$ cat src/hw/rtl/rhm_ram.sv
// ----------------------------------------------------------------------------
// rhm_ram: generic single-port-write, single-port-read synchronous RAM
// One write and one read per cycle; read data is registered.
// ----------------------------------------------------------------------------
module rhm_ram #(
    parameter int WIDTH = 8,
    parameter int DEPTH = 256
) (
    input  logic                     aclk,
    input  logic                     wr_en,
    input  logic [$clog2(DEPTH)-1:0] wr_addr,
    input  logic [WIDTH-1:0]         wr_data,
    input  logic [$clog2(DEPTH)-1:0] rd_addr,
    output logic [WIDTH-1:0]         rd_data
);

    logic [WIDTH-1:0] mem [DEPTH];
    logic [WIDTH-1:0] rd_data_reg;

    always_ff @(posedge aclk) begin
        if (wr_en) begin
            mem[wr_addr] <= wr_data;
        end
        rd_data_reg <= mem[rd_addr];
    end

    assign rd_data = rd_data_reg;

endmodule

$ cat config.mk
export PLATFORM = sky130hd
export DESIGN_NAME = rhm_ram
export DESIGN_NICKNAME = d
export VERILOG_FILES = /design/src/hw/rtl/rhm_ram.sv
export SDC_FILE = /design/constraint.sdc
export NUM_CORES = 2
export LEC_CHECK = 0
export ABC_AREA = 1
export BUFFER_PORTS_ARGS = -buffer_cell sky130_fd_sc_hd__buf_2
export CAP_MARGIN = 20
export CELL_PAD_IN_SITES_DETAIL_PLACEMENT = 1
export CELL_PAD_IN_SITES_GLOBAL_PLACEMENT = 1
export CORE_ASPECT_RATIO = 0.8
export CORE_MARGIN = 2
export CORE_UTILIZATION = 45
export CTS_CLUSTER_DIAMETER = 40
export DETAILED_ROUTE_END_ITERATION = 7
export PLACE_DENSITY = 0.76
export SYNTH_ARGS = -nofsm -noshare
export SYNTH_HDL_FRONTEND = slang
export SYNTH_SLANG_ARGS = --single-unit
$ cat constraint.sdc
create_clock -name aclk -period 3.9 [get_ports aclk]
set_input_delay 0.78 -clock aclk [delete_from_list [all_inputs] [get_ports aclk]]
set_output_delay 0.78 -clock aclk [all_outputs]
set_load 0.005 [all_outputs]
==> results.cfg <==
[placed_design]
io_buffers = 33
place.gp.congestion = 0.846
dp.final_hpwl_mm = 156
place_inst = 9210
pre_cts_slack_ns = 0.173
place_area_um2 = 86800

[final_layout]
area_growth_pct = 12.4
multi_input_area_um2 = 19100
seq_area_um2 = 61700
fin_cells = 9610
drive_gt1_share_pct = 8.15
fin_area_um2 = 93700
postLayoutCoreUtil_pct = 50.8
nFillCells = 18925
nets = 7018
largest_reg_flops = 2048

[clock_tree]
ctsHoldBuffers = 0
post_cts_resized = 0
clock_latency_ns = 0.84
root_buffer = clkbuf_16
cts_max_path_buffers = 3
htree_levels = 4
cts_sinks = 2056
post-cts-setup-buffers = 0
cts_made_buffers = 210
path_clk_slew_ns = 0.06
cts_tree = built

[setup_path]
startpoint_type = input pin
arrival_ns = 3.21
cp_slowest_stage_delay_ns = 1.05
crit_path_frequent_cell = nor2_1
critPathRequiredTime_ns = 4.35
critPathCaptureType = flip-flop
cp_cell_sequence = buf_2, inv_1, nor2_1, nand2_1, nor2_1
slowest_stage = nor2_1
worstPathMaxFanout = 16
criticalPathCategory = input pin to flip-flop

[global_routing]
overflow = 0
grt_usage_pct = 27.6
grt_pass1_wl_mm = 391
grt_max_degree = 131
antenna_found_initial = 8
grt_pass1_vias = 59631

[floorplan]
design.core.area_um2 = 184000
rows = 141
die_area_um2 = 189000
ioPinCount = 34
start_util_pct = 45.2
fp.dieH_um = 389
die-width_um = 485

[synth]
synth.area.top_cells = edfxtp_1 (74%), nand3_1 (12%), nand2_1 (9.6%), buf_2 (1.6%), nor2_1 (1.3%)
synth-edff-count = 2048
synth.area.mux_share_pct = 0
synth-compound-area-share_pct = 0
synth.net_count = 7029
synth_top_area_share_pct = 73.7
synth_top_family_by_area = simple AND/OR/NAND/NOR gates
yosys.area.top_type = edfxtp_1
synth_top_flop_cell = edfxtp_1
synthArstFlopShare_pct = 0
synthXorXnorAreaFrac_pct = 0
synthTopCellsByCount = nand2_1 (2,123), edfxtp_1 (2,048), nand3_1 (2,019)
syn_inst = 7003
synth_area_per_cell_um2 = 11.9
synth-simple-area-share_pct = 22.9
ys_ff_latch = 2056
yosysSeqAreaShare_pct = 73.9
synthAdderAreaFrac_pct = 0
post-synth-top-count-cell = nand2_1
synth_cell_types = 14
syn_area_um2 = 83400
ys_warn_count = 0

[detailed_routing]
wl_met2_mm = 123
firstDrtPassIters = 8
routedWlPerCell_um = 27.4
highest_layer = met4
wl_met1_mm = 108
drt_iter0_drc = 6957
drc = 0
antenna_violating_nets_post_route = 0
wl_met3_mm = 24.6
via_count = 57823
finalWirelength_mm = 263
vias_per_cell = 6.02

[sta]
slew_headroom_pct = 30.8
worst_slew_pin_slew_ns = 1.03
hold_viol = 0
skew_ns = 0.0213
finalWorstSetupSlack_ns = 1.14
setup_viol = 0
period_share_pct = 70.7
drv_slew = 0
fin_tns_setup_ns = 0
period_minus_slack_ns = 2.76
rsz0062_at_grt = false
max_clock_freq_mhz = 363

[outcome]
outcome = completed

[run]
drv.max_cap_violation_count = 0

[min_path]
hold_class = input pin to flip-flop

[power]
p_leak_nw = 32.5
vdd_drop_max_uv = 428
powerDensity_nw_per_um2 = 510
[worst paths after layout]
check	startpoint	end	slack (ns)	cells after the start
min	rd_addr[7]	rd_data[6]	0.33	3
max	wr_addr[4]	mem[16][1]	1.14	5
max reg2reg	mem[121][0]	rd_data[0]	1.87	10
min reg2reg	mem[41][6]	rd_data[6]	1.03	10
[cell type report]
type	count	share of cell area (%)
antenna	2	0.00534
clock buffer	247	5.87
clock inverter	150	1.48
inverter	39	0.192
multi-input combinational	4425	20.4
sequential	2056	65.8
tap	2431	3.25
timing repair buffer	260	3.00
[routing by layer]
metal | track usage, % | vias to the layer above
li1 | - | 24858
met1 | 39.0 | 29627
met2 | 43.4 | 2860
met3 | 5.07 | 478
met4 | 8.90 | 0
met5 | 0 | -
[layout by cell type (no fill, tap or decap), drive strengths merged]
| cell type | instances |
|---|---|
| diode | 2 |
| bufinv | 19 |
| nor2 | 283 |
| buf | 260 |
| clkbuf | 247 |
| clkinv | 93 |
| dfxtp | 8 |
| nand3 | 2019 |
| inv | 63 |
| nand2 | 2123 |
| clkinvlp | 14 |
| edfxtp | 2048 |
[critical path: cells and delay by family]
kind / cells / cell delay [ns]
buffers and inverters: 2 / 0.15
and+or+nand+nor: 3 / 2.24
[metrics by stage]
step / power, mW / hold slack (ns)
final: 47.8 / 0.333
after global routing: 48.9 / 0.319
after CTS: 47.9 / 0.277
after detailed placement: 27.8 / 0.983
after global placement: 27.7 / 0.940
after floorplan: 26.3 / 0.835
[report_power, final]
group / switching (mW) / internal, mW / total (mW)
clock: 8.96 / 11.4 / 20.4
combinational: 2.30 / 0.717 / 3.02
sequential: 0.0206 / 24.3 / 24.4
total: 11.3 / 36.5 / 47.8
[logic make-up after synthesis]
kind of cell | count (synthesis)
buffers and inverters | 522
and+or+nand+nor | 4425
DFF | 2056
Note: power is estimated with default switching activity, not from simulation.
