==> config.mk <==
export PLATFORM = sky130hd
export DESIGN_NAME = rhm_rank_acc
export DESIGN_NICKNAME = d
export VERILOG_FILES = /design/src/hw/rtl/rhm_pkg.sv /design/src/hw/rtl/rhm_rank_acc.sv
export SDC_FILE = /design/constraint.sdc
export NUM_CORES = 1
export LEC_CHECK = 0
export BUFFER_PORTS_ARGS = -buffer_cell sky130_fd_sc_hd__buf_2
export CELL_PAD_IN_SITES_DETAIL_PLACEMENT = 2
export CELL_PAD_IN_SITES_GLOBAL_PLACEMENT = 2
export CORE_MARGIN = 2
export CORE_UTILIZATION = 32
export CTS_CLUSTER_SIZE = 12
export DETAILED_ROUTE_END_ITERATION = 7
export HOLD_SLACK_MARGIN = 0.03
export PLACE_DENSITY_LB_ADDON = 0.1
export SKIP_CTS_REPAIR_TIMING = 1
export SLEW_MARGIN = 20
export SYNTH_ARGS = -nofsm -noshare
export SYNTH_HDL_FRONTEND = slang
export SYNTH_SLANG_ARGS = --single-unit
==> constraint.sdc <==
create_clock -name aclk -period 4.2 [get_ports aclk]
set_input_delay 0.63 -clock aclk [delete_from_list [all_inputs] [get_ports aclk]]
set_output_delay 0.63 -clock aclk [all_outputs]
set_load 0.005 [all_outputs]
==> src/hw/rtl/rhm_pkg.sv <==
// ----------------------------------------------------------------------------
// rhm_pkg: shared types and constants for the running histogram median block
// Item and result structs, controller states and the scan control/status
// bundles passed between the controller and the per-channel rank accumulator.
// ----------------------------------------------------------------------------
package rhm_pkg;

    localparam int PIX_W  = 8;
    localparam int RANK_W = 8;
    localparam int NUM_CH = 3;

    localparam logic [RANK_W-1:0] RANK_RESET = 8'd5;
    localparam logic [PIX_W-1:0]  RANK_MISS  = 8'd255;

    typedef struct packed {
        logic             clear_all;
        logic             remove_valid;
        logic [PIX_W-1:0] remove_red;
        logic [PIX_W-1:0] remove_green;
        logic [PIX_W-1:0] remove_blue;
        logic             add_valid;
        logic [PIX_W-1:0] add_red;
        logic [PIX_W-1:0] add_green;
        logic [PIX_W-1:0] add_blue;
        logic             emit_median;
    } in_item_t;

    typedef struct packed {
        logic [PIX_W-1:0] median_red;
        logic [PIX_W-1:0] median_green;
        logic [PIX_W-1:0] median_blue;
    } out_item_t;

    typedef enum logic [2:0] {
        ST_CLEAR,
        ST_IDLE,
        ST_REM_RD,
        ST_REM_WR,
        ST_ADD_RD,
        ST_ADD_WR,
        ST_SCAN,
        ST_OUT
    } state_t;

    // Scan control from the controller to each rank accumulator
    typedef struct packed {
        logic             start;
        logic             step;
        logic [PIX_W-1:0] idx;
    } scan_ctl_t;

    // Scan status back from each rank accumulator
    typedef struct packed {
        logic             found;
        logic [PIX_W-1:0] value;
    } rank_stat_t;

endpackage

==> src/hw/rtl/rhm_rank_acc.sv <==
// ----------------------------------------------------------------------------
// rhm_rank_acc: running-count rank accumulator for one color channel
// Sums bin counts in ascending bin order and latches the first bin index at
// which the running count reaches the rank; reports 255 if never reached.
// ----------------------------------------------------------------------------
module rhm_rank_acc import rhm_pkg::*; #(
    parameter int CNT_W = 8,
    parameter int SUM_W = 17
) (
    input  logic              aclk,
    input  logic              aresetn,
    input  scan_ctl_t         ctl,
    input  logic [RANK_W-1:0] rank,
    input  logic [CNT_W-1:0]  count,
    output rank_stat_t        stat
);

    logic [SUM_W-1:0] sum_reg;
    logic [SUM_W-1:0] sum_next;
    logic             found_reg;
    logic [PIX_W-1:0] value_reg;
    logic             hit;

    assign sum_next = sum_reg + SUM_W'(count);
    assign hit      = (sum_next >= SUM_W'(rank));

    always_ff @(posedge aclk) begin
        if (!aresetn) begin
            found_reg <= 1'b0;
        end else if (ctl.start) begin
            found_reg <= 1'b0;
        end else if (ctl.step && !found_reg && hit) begin
            found_reg <= 1'b1;
        end
    end

    always_ff @(posedge aclk) begin
        if (ctl.start) begin
            sum_reg   <= '0;
            value_reg <= RANK_MISS;
        end else if (ctl.step && !found_reg) begin
            sum_reg <= sum_next;
            if (hit) begin
                value_reg <= ctl.idx;
            end
        end
    end

    assign stat.found = found_reg;
    assign stat.value = value_reg;

endmodule

==> load_flow_metrics.sql <==
INSERT INTO impl_metrics (metric_group, metric, value, unit) VALUES
('synthesis', 'edff_count_synth', '0', ''),
('power', 'totalPowerFinal', '0.000894', 'W'),
('drt', 'route.detailed.drc', '0', ''),
('placement', 'post_dp_cell_area', '0.00209', 'sq mm'),
('critical_path', 'worst_setup_path_end_kind', 'register', ''),
('die', 'i_o_pin_count', '37', ''),
('power', 'p_per_area', '414', 'mW/mm^2'),
('timing', 'endpoints_failing_hold', '0', ''),
('synthesis', 'yosys.cell_types.count', '52', ''),
('critical_path', 'crit_slowest_cell', 'fa_1', ''),
('critical_path', 'max_stage_delay', '0.41', 'ns'),
('timing', 'max_slew_margin', '0.547', ''),
('critical_path', 'worst_path_dominant_cell_family', 'compound AO/OA/AOI/OAI gates', ''),
('synthesis', 'synth_ff_type', 'dfxtp_1', ''),
('critical_path', 'critPathMostFrequentCell', 'ha_1', ''),
('timing', 'rsz0062_at_grt', 'no', ''),
('synthesis', 'synthDominantAreaCellType', 'dfxtp_1', ''),
('critical_path', 'required', '4.37', 'ns'),
('placement', 'place.detailed.instances', '328', ''),
('global_routing', 'first_global_vias', '1817', ''),
('global_routing', 'globalRoute.totalOverflow', '0', ''),
('placement', 'placement.io_buffers', '36', ''),
('finish', 'multi_input_comb_area', '0.00120', 'sq mm'),
('drt', 'first_pass_iters', '4', ''),
('synthesis', 'synthDominantCellAreaShare', '0.280', ''),
('synthesis', 'synth_sequential_area_ratio', '0.280', ''),
('timing', 'fmax', '274', 'MHz'),
('die', 'die_area', '0.00644', 'sq mm'),
('synthesis', 'synth_seq_cells', '26', ''),
('timing', 'worst-slew-pin-transition', '0.680', 'ns'),
('clocking', 'clock_pin_slew_reported_for_the_worst_setup_and_hold_paths_after_clock_tree_synthesis', '0.11', 'ns'),
('finish', 'layout.cells.non_filler', '332', ''),
('drt', 'initialDrtViolationCount', '39', ''),
('run_status', 'outcome', 'finished clean', ''),
('clocking', 'clock_path_buffers', '2', ''),
('clocking', 'worstSkewPairLatency', '0.29', 'ns'),
('drt', 'vias_per_cell', '5.21', ''),
('timing', 'layout_min_cycle_time', '3.66', 'ns'),
('drt', 'routed_wirelength', '5340', 'um'),
('global_routing', 'grt_max_degree', '19', ''),
('timing', 'finalClockSkew', '0.00877', 'ns'),
('critical_path', 'timing.critical_path.arrival', '3.82', 'ns'),
('clocking', 'cts.root.buffer_cell', 'clkbuf_8', ''),
('clocking', 'tritoncts.num_buffers', '3', ''),
('timing', 'setup_tns', '0', 'ns'),
('synthesis', 'post_synth_inst_count', '229', ''),
('critical_path', 'path_cells', 'buf_2 -> ha_1 -> inv_1 -> fa_1 -> nor2b_1 -> o21a_1 -> nor2_1 -> xnor2_1 -> ha_1 -> a21o_1 -> a211o_1 -> a41oi_1 -> o22ai_1 -> nor3_1 -> and3_2 -> and2_1 -> buf_4 -> o221ai_2', ''),
('finish', 'n_antenna_cell', '0', ''),
('placement', 'hpwlAfterDp', '3980', 'um'),
('finish', 'seq_area', '520', 'sq um'),
('die', 'core', '0.00557', 'sq mm'),
('power', 'vdd_ir_drop_max', '0.172', 'mV'),
('global_routing', 'grt_antenna_before_repair', '0', ''),
('placement', 'gpl.final_weighted_congestion', '0.776', ''),
('critical_path', 'crit_path_max_fanout', '8', ''),
('job', 'drv.max_cap_violation_count', '0', ''),
('synthesis', 'synthArstFlopShare', '0', ''),
('die', 'initial_utilization', '0.334', ''),
('synthesis', 'syn_area_per_cell', '8.12', 'sq um'),
('finish', 'finalNetCount', '306', ''),
('clocking', 'cts_tree', 'built', ''),
('drt', 'vias', '1731', ''),
('synthesis', 'yosysWarningCount', '0', ''),
('die', 'die_width', '80.3', 'um'),
('critical_path', 'crit_buf_inv', '3', ''),
('timing', 'setup_viol_count_final', '0', ''),
('critical_path', 'crit_start_category', 'input port', ''),
('global_routing', 'globalRouteTotalUtil', '0.179', ''),
('finish', 'final_area', '0.00216', 'sq mm'),
('min_path', 'holdCritPathClass', 'reg2reg', ''),
('timing', 'timing.final.crit_share', '0.870', '');
## per-stage QoR
stage,utilization,hold WS (ns),setup WS [ns]
2_1_floorplan,-,0.440,0.744
3_5_place_dp,0.375,0.456,0.304
6_report,0.387,0.468,0.544
3_3_place_gp,0.375,0.451,0.389
4_1_cts,0.387,0.473,0.579
5_1_grt,0.387,0.508,0.278
## cell usage in the layout, fill, tap and decap left out, types with 4 or more instances in the layout
cell      Yosys  final
a21oi_1      14     14
and3_1        4      4
buf_2         1     36
dfxtp_1      26     26
ha_1         16     16
inv_1        21     21
nand2_1      31     31
nand3_1       6      6
nor2_1       14     14
nor3_1        5      5
o21ai_0       7      7
o221ai_2      8      8
xnor2_1       8      8
xor2_1        6      6
## path summary, 6_finish.rpt
check	start	to	depth (start not counted)
setup / recovery	count[0]	value_reg[1]	18
hold reg to reg	sum_reg[6]	sum_reg[6]	2
hold / removal	sum_reg[6]	sum_reg[6]	2
setup reg to reg	sum_reg[0]	value_reg[1]	17
## cells by family after synthesis
family / after synthesis / share of synthesized area
mux: 1 / 0.00538
fa+ha+maj: 17 / 0.118
xor+xnor: 14 / 0.0659
compound gates: 57 / 0.245
buf+inv: 33 / 0.0753
simple gates: 81 / 0.210
flops: 26 / 0.280
## layout make-up
| type | instances | area share |
|---|---|---|
| tap | 72 | 0.0417 |
| clock inverter | 1 | 0.0139 |
| timing repair buffer | 38 | 0.0904 |
| inverter | 22 | 0.0382 |
| multi-input combinational | 170 | 0.556 |
| sequential | 26 | 0.241 |
| clock buffer | 3 | 0.0191 |
## report_power, final
part           switching (W)  internal [W]  leakage, nW
sequential         0.0000203      0.000281        0.213
clock              0.0000964      0.000128       0.0357
combinational       0.000213      0.000155        0.767
total               0.000329      0.000565         1.02
## layer usage
layer / wire length, um / GRT usage / up-vias
li1: - / - / 870
met1: 2630 / 0.236 / 830
met2: 2530 / 0.311 / 26
met3: 136 / 0.0191 / 5
met4: 49 / 0.0407 / 0
met5: 0 / 0 / -
## synth_stat cells, types with 2 or more instances
cell / n
nand2_1: 31
dfxtp_1: 26
inv_1: 21
ha_1: 16
a21oi_1: 14
nor2_1: 14
o221ai_2: 8
xnor2_1: 8
o21ai_0: 7
clkbuf_1: 6
nand3_1: 6
xor2_1: 6
nor3_1: 5
and3_1: 4
a211oi_1: 3
a21o_1: 3
nor2b_1: 3
o211ai_1: 3
or3_1: 3
a211o_1: 2
a31oi_1: 2
and2_1: 2
buf_4: 2
nand2b_1: 2
nand4_1: 2
o2111ai_1: 2
o211a_1: 2
o21a_1: 2
## worst min-delay path, delay by kind of cell, from the launching register on
family / cells / cell delay, ns
DFF: 1 / 0.33
and+or+nand+nor: 1 / 0.05
AOI/OAI and AO/OA: 1 / 0.05
Power figures use the tool's default switching activity.
